<file path="config.mk">
export PLATFORM = sky130hd
export DESIGN_NAME = key_matrix_scanner_unit
export DESIGN_NICKNAME = d
export VERILOG_FILES = /design/src/hdl/kms_pkg.sv /design/src/hdl/key_matrix_scanner_unit.sv
export SDC_FILE = /design/constraint.sdc
export NUM_CORES = 1
export LEC_CHECK = 0
export ABC_AREA = 1
export BUFFER_PORTS_ARGS = -buffer_cell sky130_fd_sc_hd__clkbuf_2
export CORE_AREA = 2 2 132 134
export DETAILED_ROUTE_END_ITERATION = 6
export DIE_AREA = 0 0 134 136
export PLACE_DENSITY_LB_ADDON = 0.15
export SLEW_MARGIN = 20
export SYNTH_ARGS = -nofsm -noshare
export SYNTH_HDL_FRONTEND = slang
export SYNTH_SLANG_ARGS = --single-unit
</file>
<file path="constraint.sdc">
create_clock -name i_clk -period 4.3 [get_ports i_clk]
set_clock_uncertainty 0.05 [all_clocks]
set_input_delay 0.215 -clock i_clk [delete_from_list [all_inputs] [get_ports i_clk]]
set_output_delay 0.215 -clock i_clk [all_outputs]
set_load 0.01 [all_outputs]
</file>
<file path="src/hdl/kms_pkg.sv">
// kms_pkg: shared sizes, register indexes and helpers of the key matrix scanner
`default_nettype none

package kms_pkg;

    localparam int ROWS      = 6;
    localparam int COLS      = 8;
    localparam int ROW_W     = 6;
    localparam int COL_W     = 8;
    localparam int KEY_W     = 48;
    localparam int CNT_W     = 16;
    localparam int CIDX_W    = 3;
    localparam int CFG_IDX_W = 2;
    localparam int CFG_W     = 16;

    localparam logic [CFG_IDX_W-1:0] CFG_SETTLE = 2'd0;
    localparam logic [CFG_IDX_W-1:0] CFG_PERIOD = 2'd1;
    localparam logic [CFG_IDX_W-1:0] CFG_PRESS  = 2'd2;

    localparam logic [CNT_W-1:0] SETTLE_RST = 16'd3;
    localparam logic [CNT_W-1:0] PERIOD_RST = 16'd655;

    localparam logic [COL_W-1:0] COL_MASK = COL_W'((64'd1 << COLS) - 64'd1);

    typedef logic [KEY_W-1:0] t_keys;
    typedef logic [COL_W-1:0] t_cols;

    // all used columns high except column c, which is driven low
    function automatic t_cols one_low(input logic [CIDX_W-1:0] c);
        return COL_MASK & ~(t_cols'(1) << c);
    endfunction

endpackage

`default_nettype wire

</file>
<file path="src/hdl/key_matrix_scanner_unit.sv">
// key_matrix_scanner_unit: key matrix scan sequencer with registered result
// How it is used:
//   - input channel (i_in_valid / o_in_ready) carries one request per tick of the
//     32768 Hz timebase, holding the sampled row pin levels i_row_levels
//   - output channel (o_out_valid / i_out_ready) returns exactly one result per
//     request: column drive, report flag, key bitmap and wake-armed flag
//   - configuration port (i_cfg_we / i_cfg_index / i_cfg_data) writes settle
//     ticks, period ticks and the press level; settle and period take effect on
//     the next wait started, the press level on later requests; index 3 is ignored
// Result timing and rate:
//   - a result is registered in the cycle after its request is accepted
//   - one request per cycle while i_out_ready stays high; each request checks
//     for a wake while armed, counts down the wait or performs one scan step, all
//     in one combinational pass from the scan state registers to the result register
// Reset (i_rst_n low, synchronous):
//   - block comes up armed, all columns low, no result pending, registers at
//     settle 3, period 655, press level 0
// Receiver stall:
//   - the result register holds while i_out_ready is low; a new request is taken
//     only when the result register is empty or is being emptied that same cycle
`default_nettype none

module key_matrix_scanner_unit (
    input  wire logic                             i_clk,
    input  wire logic                             i_rst_n,
    // request channel
    input  wire logic                             i_in_valid,
    output logic                                  o_in_ready,
    input  wire logic [kms_pkg::ROW_W-1:0]        i_row_levels,
    // result channel
    output logic                                  o_out_valid,
    input  wire logic                             i_out_ready,
    output logic [kms_pkg::COL_W-1:0]             o_col_drive,
    output logic                                  o_report_valid,
    output logic [kms_pkg::KEY_W-1:0]             o_keys,
    output logic                                  o_wake_armed,
    // configuration writes
    input  wire logic                             i_cfg_we,
    input  wire logic [kms_pkg::CFG_IDX_W-1:0]    i_cfg_index,
    input  wire logic [kms_pkg::CFG_W-1:0]        i_cfg_data
);

    typedef enum logic [1:0] {
        PH_IDLE  = 2'd0,
        PH_SCAN  = 2'd1,
        PH_REARM = 2'd2
    } t_phase;

    // configuration registers
    logic [kms_pkg::CNT_W-1:0] r_settle;
    logic [kms_pkg::CNT_W-1:0] r_period;
    logic                      r_press;

    // scan state
    t_phase                     r_phase,   n_phase;
    logic                       r_armed,   n_armed;
    logic [kms_pkg::CIDX_W-1:0] r_col_idx, n_col_idx;
    kms_pkg::t_keys             r_acc,     n_acc;
    logic [kms_pkg::CNT_W-1:0]  r_cnt,     n_cnt;
    kms_pkg::t_cols             r_col_lv,  n_col_lv;

    // result register
    logic                       r_out_valid;
    kms_pkg::t_cols             r_col_drive;
    logic                       r_rep_valid, n_rep_valid;
    kms_pkg::t_keys             r_keys,      n_keys;
    logic                       r_wake;

    logic                       in_accept;
    logic [kms_pkg::ROWS-1:0]   pressed;
    kms_pkg::t_keys             hits;
    kms_pkg::t_keys             scan_keys;
    logic                       fire;
    logic                       last_col;

    assign o_in_ready = !r_out_valid || i_out_ready;
    assign in_accept  = i_in_valid && o_in_ready;

    // a row is pressed when its sampled level equals the press level
    always_comb begin
        for (int r = 0; r < kms_pkg::ROWS; r++) begin
            pressed[r] = (i_row_levels[r] == r_press);
        end
    end

    // key bits for the column under scan: row r lands at bit r*COLS+col
    always_comb begin
        for (int r = 0; r < kms_pkg::ROWS; r++) begin
            hits[r*kms_pkg::COLS +: kms_pkg::COLS] = pressed[r]
                ? (kms_pkg::COLS'(1) << r_col_idx) : '0;
        end
    end

    assign scan_keys = r_acc | hits;
    assign last_col  = (32'(r_col_idx) + 32'd1 >= kms_pkg::COLS);

    // next scan state and result for one tick
    always_comb begin
        n_phase     = r_phase;
        n_armed     = r_armed;
        n_col_idx   = r_col_idx;
        n_acc       = r_acc;
        n_cnt       = r_cnt;
        n_col_lv    = r_col_lv;
        n_rep_valid = 1'b0;
        n_keys      = '0;
        fire        = 1'b0;

        // wake check while armed, else count down the running wait
        if (r_armed) begin
            if (|pressed) begin
                n_armed = 1'b0;
                fire    = 1'b1;
            end
        end else if (r_cnt > kms_pkg::CNT_W'(1)) begin
            n_cnt = r_cnt - kms_pkg::CNT_W'(1);
        end else begin
            fire = 1'b1;
        end

        if (fire) begin
            case (r_phase)
                PH_SCAN: begin
                    // sample this column, then move on or finish the scan
                    n_col_idx = r_col_idx + kms_pkg::CIDX_W'(1);
                    if (!last_col) begin
                        n_acc    = scan_keys;
                        n_col_lv = kms_pkg::one_low(r_col_idx + kms_pkg::CIDX_W'(1));
                        n_cnt    = r_settle;
                    end else begin
                        n_rep_valid = 1'b1;
                        n_keys      = scan_keys;
                        if (scan_keys != '0) begin
                            // keys held: release columns, rescan after the period
                            n_col_lv = kms_pkg::COL_MASK;
                            n_cnt    = r_period;
                            n_phase  = PH_IDLE;
                        end else begin
                            // all released: columns low, re-arm after settling
                            n_col_lv = '0;
                            n_cnt    = r_settle;
                            n_phase  = PH_REARM;
                        end
                        n_acc     = '0;
                        n_col_idx = '0;
                    end
                end
                PH_REARM: begin
                    n_armed = 1'b1;
                    n_phase = PH_IDLE;
                    n_cnt   = '0;
                end
                default: begin
                    // start a scan on the current column
                    n_col_lv = kms_pkg::one_low(r_col_idx);
                    n_cnt    = r_settle;
                    n_phase  = PH_SCAN;
                end
            endcase
        end
    end

    // configuration registers
    always_ff @(posedge i_clk) begin
        if (!i_rst_n) begin
            r_settle <= kms_pkg::SETTLE_RST;
            r_period <= kms_pkg::PERIOD_RST;
            r_press  <= 1'b0;
        end else if (i_cfg_we) begin
            case (i_cfg_index)
                kms_pkg::CFG_SETTLE: r_settle <= i_cfg_data;
                kms_pkg::CFG_PERIOD: r_period <= i_cfg_data;
                kms_pkg::CFG_PRESS:  r_press  <= i_cfg_data[0];
                default: ;
            endcase
        end
    end

    // scan state, advanced once per accepted request
    always_ff @(posedge i_clk) begin
        if (!i_rst_n) begin
            r_phase   <= PH_IDLE;
            r_armed   <= 1'b1;
            r_col_idx <= '0;
            r_acc     <= '0;
            r_cnt     <= '0;
            r_col_lv  <= '0;
        end else if (in_accept) begin
            r_phase   <= n_phase;
            r_armed   <= n_armed;
            r_col_idx <= n_col_idx;
            r_acc     <= n_acc;
            r_cnt     <= n_cnt;
            r_col_lv  <= n_col_lv;
        end
    end

    // result register valid flag
    always_ff @(posedge i_clk) begin
        if (!i_rst_n) begin
            r_out_valid <= 1'b0;
        end else if (in_accept) begin
            r_out_valid <= 1'b1;
        end else if (i_out_ready) begin
            r_out_valid <= 1'b0;
        end
    end

    // result payload
    always_ff @(posedge i_clk) begin
        if (in_accept) begin
            r_col_drive <= n_col_lv;
            r_rep_valid <= n_rep_valid;
            r_keys      <= n_keys;
            r_wake      <= n_armed;
        end
    end

    assign o_out_valid    = r_out_valid;
    assign o_col_drive    = r_col_drive;
    assign o_report_valid = r_rep_valid;
    assign o_keys         = r_keys;
    assign o_wake_armed   = r_wake;

    // armed only ever waits in the idle phase
    a_armed_idle: assert property (@(posedge i_clk) disable iff (!i_rst_n)
        r_armed |-> r_phase == PH_IDLE)
        else $error("armed outside idle phase");

    // during a scan exactly one column is driven low
    a_scan_one_low: assert property (@(posedge i_clk) disable iff (!i_rst_n)
        r_phase == PH_SCAN |-> $countones(r_col_lv) == kms_pkg::COLS - 1)
        else $error("scan column drive not one-low");

    // armed state always has all columns low
    a_armed_cols: assert property (@(posedge i_clk) disable iff (!i_rst_n)
        r_armed |-> r_col_lv == '0)
        else $error("armed with columns not all low");

    // no key bits outside a report
    a_keys_quiet: assert property (@(posedge i_clk) disable iff (!i_rst_n)
        in_accept && !n_rep_valid |=> o_keys == '0)
        else $error("keys set without report");

    // accumulator is cleared at every scan boundary
    a_acc_clear: assert property (@(posedge i_clk) disable iff (!i_rst_n)
        in_accept && n_rep_valid |=> r_acc == '0 && r_col_idx == '0)
        else $error("scan state not cleared after report");

endmodule

`default_nettype wire
</file>
---- Yosys cells after proc, flatten, opt, wreduce, memory -nomap -nowiden ----
Index checks and enable logic that the tools add are counted.
W data, S select, Z words.
storage, ports and cells
  register bits after elaboration ......... 170
  bits in latches ......................... 0
  memory bits (writable) .................. 0
  ROM bits ................................ 0
  input bits .............................. 29
  output and inout bits ................... 60
  word-level logic and storage cells ...... 83
  memories kept ........................... 0
operators by class
  $add $sub $neg .......................... 3
  multipliers ............................. 0
  div/mod/pow operators ................... 0
  order comparisons ....................... 2
  equal/unequal tests ..................... 12
  shifts and indexed selects .............. 2
  multiplexer cells ....................... 31
  bitwise gates (word level) .............. 3
  reduce and logical (&&, ||, !) cells .... 16
operators with widths
  kind                     number
  $mux W16                 5
  $mux W8                  9
  $mux W48                 1
  $or A48 B48 Y48          1
  $reduce_bool A48 Y1      1
  $pmux W16 S2             1
  $gt A16 B1 Y1 const B    1
  $not A8 Y8               2
  $pmux W8 S2              1
  $shl A1 B3 Y8 const A    2
  $sub A16 B1 Y16 const B  1
  $reduce_and A3 Y1        4
  $mux W1                  10
  $reduce_and A2 Y1        4
  $eq A1 B1 Y1             6
  $reduce_or A6 Y1         1
  $add A3 B1 Y4 const B    1
  $eq A2 B1 Y1 const B     2
  $eq A2 B2 Y1 const B     2
  $ge A4 B4 Y1 const B     1
  $mux W2                  2
  $pmux W2 S2              1
  $reduce_bool A2 Y1       2
  $add A3 B1 Y3 const B    1
  other kinds (7)          7

---- Longest topological paths before layout ----
  depth after elaboration ................. 8
  gate-level depth with buffers ........... 20

---- Least setup slack after synthesis ----
Ideal clock, no wire load.
  path kind ............................... reg2reg
  start ................................... register r_out_valid (netlist: o_out_valid)
  end ..................................... register r_col_drive[0] (netlist: o_col_drive[0]) (enable)
  arrival ................................. 2638 ps
  data required time ...................... 3805 ps
  slack ................................... 1167 ps
  cell stages (with the launch flop) ...... 5
  buffers on the path ..................... 1
  path through ............................ dfxtp_1 -> nand2_1 -> nand2_1 -> clkinv_1 -> clkbuf_1
on the way
  cells in the longest elaborated chain, start to end .. 3
ends and longest elaborated chain
  item                      line                            source
  start: declaration        key_matrix_scanner_unit.sv:63   logic r_out_valid;
  start signal: assignment  key_matrix_scanner_unit.sv:201  r_out_valid <= 1'b0;
  start signal: assignment  key_matrix_scanner_unit.sv:203  r_out_valid <= 1'b1;
  start signal: assignment  key_matrix_scanner_unit.sv:205  r_out_valid <= 1'b0;
  $logic_not A1 Y1          key_matrix_scanner_unit.sv:76   assign o_in_ready = !r_out_valid || i_out_ready;
  $logic_or A1 B1 Y1        key_matrix_scanner_unit.sv:76
  net o_in_ready            key_matrix_scanner_unit.sv:28   output logic o_in_ready,
  $logic_and A1 B1 Y1       key_matrix_scanner_unit.sv:77   assign in_accept = i_in_valid && o_in_ready;
  net in_accept             key_matrix_scanner_unit.sv:69   logic in_accept;
  end signal: assignment    key_matrix_scanner_unit.sv:212  r_col_drive <= n_col_lv;
  end: declaration          key_matrix_scanner_unit.sv:64   kms_pkg::t_cols r_col_drive;
The timed path passes the listed nets, and every way through them passes these cells.
A chain may end at the register's enable or synchronous reset.

---- Worst setup path after layout ----
  start ................................... register r_press
  end ..................................... register r_keys[40] (netlist: o_keys[40]) (data pin)
on the way
  cells in the longest elaborated chain, start to end .. 5
  elaborated cells on any way between the ends .. 12
ends and longest elaborated chain
  item                         line                            source
  start: declaration           key_matrix_scanner_unit.sv:52   logic r_press;
  start signal: assignment     key_matrix_scanner_unit.sv:173  kms_pkg::CFG_PRESS: r_press <= i_cfg_data[0];
  $eq A1 B1 Y1                 key_matrix_scanner_unit.sv:82   pressed[r] = (i_row_levels[r] == r_press);
  $reduce_or A6 Y1             key_matrix_scanner_unit.sv:111  if (|pressed) begin
  $mux W1                      key_matrix_scanner_unit.sv:111
  $mux W1                      key_matrix_scanner_unit.sv:110  if (r_armed) begin
  $reduce_and A3 Y1 (no line)  n/a
  end signal: assignment       key_matrix_scanner_unit.sv:214  r_keys <= n_keys;
  end: declaration             key_matrix_scanner_unit.sv:66   kms_pkg::t_keys r_keys, n_keys;
Several ways; a longest one is shown, not always the timed one.

==> impl_metrics.env <==
export IMPL_status="finished, final reports clean"
export IMPL_cts_resized=0
export IMPL_dieArea_um2=18200
export IMPL_tightest_slew_ps=1030
export IMPL_grt_max_degree=53
export IMPL_clk_pin_slew_ps=70
export IMPL_synth_largest_area_cell="dfxtp_1"
export IMPL_syn_nets=1122
export IMPL_ys_seq_area_share_pct=48.4
export IMPL_synthCells=1082
export IMPL_cts_buffers=17
export IMPL_yosysWarnings=0
export IMPL_clk_path_buf_depth=2
export IMPL_dp_cells=1351
export IMPL_num_antenna_cells=0
export IMPL_die_w_um=134
export IMPL_gr_usage_met3_pct=3.65
export IMPL_path_class="flop to flop"
export IMPL_post_cts_buffers=0
export IMPL_slew_headroom_pct=31.1
export IMPL_num_vias=7213
export IMPL_cts_sinks=170
export IMPL_antenna_found_initial=0
export IMPL_drtAntennaViolNets=0
export IMPL_synth_seq_cells=170
export IMPL_slew_violations=0
export IMPL_routed_wl_um=20200
export IMPL_grtUsageMet1_pct=28.8
export IMPL_post_route_period_util_pct=76.8
export IMPL_die_y_um=136
export IMPL_htree_levels=4
export IMPL_drt_iter0_drc=376
export IMPL_final_layout_size_suffix_gt1_share_pct=14.6
export IMPL_portBuffers=88
export IMPL_firstDrtPassIters=5
export IMPL_cp_end_kind="flop"
export IMPL_remaining_drc_errors=0
export IMPL_critPathLaunchType="flop"
export IMPL_setup_viol=0
export IMPL_syn_cell_area_um2=8230
export IMPL_period_minus_slack_ps=3300
export IMPL_grt_pass1_wl_um=32800
export IMPL_grt_use_met2_pct=39.9
export IMPL_synth_area_leaders="dfxtp_1 (27%), edfxtp_1 (21%), nand2_1 (12%)"
export IMPL_nNetsFinal=1193
export IMPL_postPlaceCellArea_um2=8720
export IMPL_pre_cts_slack_ps=1000
export IMPL_min_path_type="input pin to flop"
export IMPL_std_cell_rows=48
export IMPL_ir_drop_mv=0.252
export IMPL_synth_cell_type_count=40
export IMPL_pin_count=89
export IMPL_powerDensity_nw_per_um2=422
export IMPL_final_cells=1391
export IMPL_hold_violations=0
export IMPL_holdPathStages=3
export IMPL_grt_pass1_vias=6559
export IMPL_timing_final_ws_setup_ps=996
export IMPL_path_max_fanout=49
export IMPL_gp_congestion=0.896
export IMPL_grt_util_all_layers_pct=22.9
export IMPL_n_fill_cell=1621
export IMPL_hpwl_um=13500
export IMPL_rsz0062_at_grt="no"
export IMPL_cts_tree="built"
export IMPL_initial_utilization_pct=48.7
export IMPL_syn_avg_cell_area_um2=7.60
export IMPL_synth_top_cell_area_share_pct=27.3
export IMPL_final_common_cell="nand2_1"
export IMPL_worstPathArrival_ps=3400
export IMPL_wl_per_cell_um=14.5
export IMPL_grt_overflow=0
export IMPL_postCtsHoldBufs=8
export IMPL_fin_area_um2=9400
export IMPL_viasPerCell=5.19
export IMPL_required_ps=4400
export IMPL_cts_root_buf="clkbuf_16"
export IMPL_maxCapViolCount=0
export IMPL_area_delta_synth_final_pct=14.3
export IMPL_leakage_nw=4.05
export IMPL_clock_latency_ps=430
export IMPL_grt_busiest_layer="met2"
export IMPL_final_cell_mix="nand2_1 (259), a21oi_1 (171), inv_1 (118)"
export IMPL_max_freq_mhz=303
export IMPL_setup_tns_ps=0
export IMPL_ff2ff_path_depth=11
export IMPL_core_area_um2=16900
## power breakdown
group          switching, mW  internal [mW]  total (mW)
clock                  0.647          0.916        1.56
sequential            0.0453           1.75        1.80
combinational          0.413          0.196       0.609
## layer usage
metal  share of wire [%]  wire [um]
met3                 3.9        792
met1                  45       9060
met5                   0          0
met2                  50      10000
met4                 1.6        314
## logic make-up (layout without fill, tap and decap cells)
kind of cell | count (synthesis) | in the layout | synth area share [%]
flip-flops | 170 | 170 | 48.4
buffers and inverters | 181 | 265 | 9.44
AO/OA/AOI/OAI | 246 | 246 | 15.7
XOR/XNOR | 6 | 6 | 0.639
adder cells (fa/ha/maj) | 11 | 11 | 1.67
AND/OR/NAND/NOR | 468 | 468 | 24.1
## through the flow
stage	utilization (%)	hold slack [ps]	power, mW
CTS	55.7	11.9	3.99
global route	55.7	45.0	4.14
finish	55.7	22.9	3.97
detailed placement	51.7	388	2.43
global placement	51.7	389	2.43
floorplan	-	278	2.27
## flip-flops by register name (all words and copies together) (netlist names)
signal and cells:
o_report_valid 1, r_armed 1, r_press 1, r_cnt 16, r_acc 48, o_keys 48, r_period 16, r_phase 2
o_col_drive 8, r_col_idx 3, r_settle 16, o_out_valid 1, r_col_lv 8, o_wake_armed 1
## synthesized netlist by cell type
master / n
nor2_8: 1
o31ai_1: 2
and2_1: 1
nand2_4: 3
inv_1: 118
or2_1: 1
clkinv_1: 3
a21oi_2: 1
nand2_1: 259
o211ai_1: 5
o2111ai_1: 1
buf_6: 7
nand4_1: 3
xor2_1: 5
ha_1: 11
inv_8: 1
nor3_2: 2
nor2_2: 1
or2_2: 9
clkbuf_1: 23
o21ai_1: 5
a21oi_1: 171
nor2_1: 97
buf_4: 6
nand3_1: 65
o21ai_0: 41
nand2_2: 13
o21bai_1: 7
buf_1: 3
nor3_1: 11
o21ai_2: 1
a211o_1: 1
a31oi_1: 11
inv_2: 8
edfxtp_1: 58
nor4_1: 1
xnor2_1: 1
and2_4: 1
buf_2: 12
dfxtp_1: 112
## layout make-up
class                      count  area (um^2)  share of cell area (%)
timing repair buffer         103          573                    6.10
multi-input combinational    731         3470                    36.9
clock buffer                  17          425                    4.53
tap                          225          282                    2.99
sequential                   170         3980                    42.4
clock inverter                15          173                    1.84
inverter                     130          495                    5.27
## worst paths after layout
path / slack [ps] / startpoint / end
worst max-delay path: 1000 / r_press / o_keys[40]
worst min-delay path: 20 / i_cfg_data[11] / r_settle[11]
worst max register to register: 1000 / r_press / o_keys[40]
worst min register to register: 410 / r_acc[7] / r_acc[7]
## worst max-delay path, cell delays in order, from the launching register on
cell and delay (ps):
dfxtp_1 650, nand2_1 190, nand2_2 150, inv_2 80, or2_1 250, nor3_2 290, inv_2 90, nand2_4 420
inv_1 160, nand2_1 90, buf_4 430, a21oi_1 140
Power figures use the tool's default switching activity.
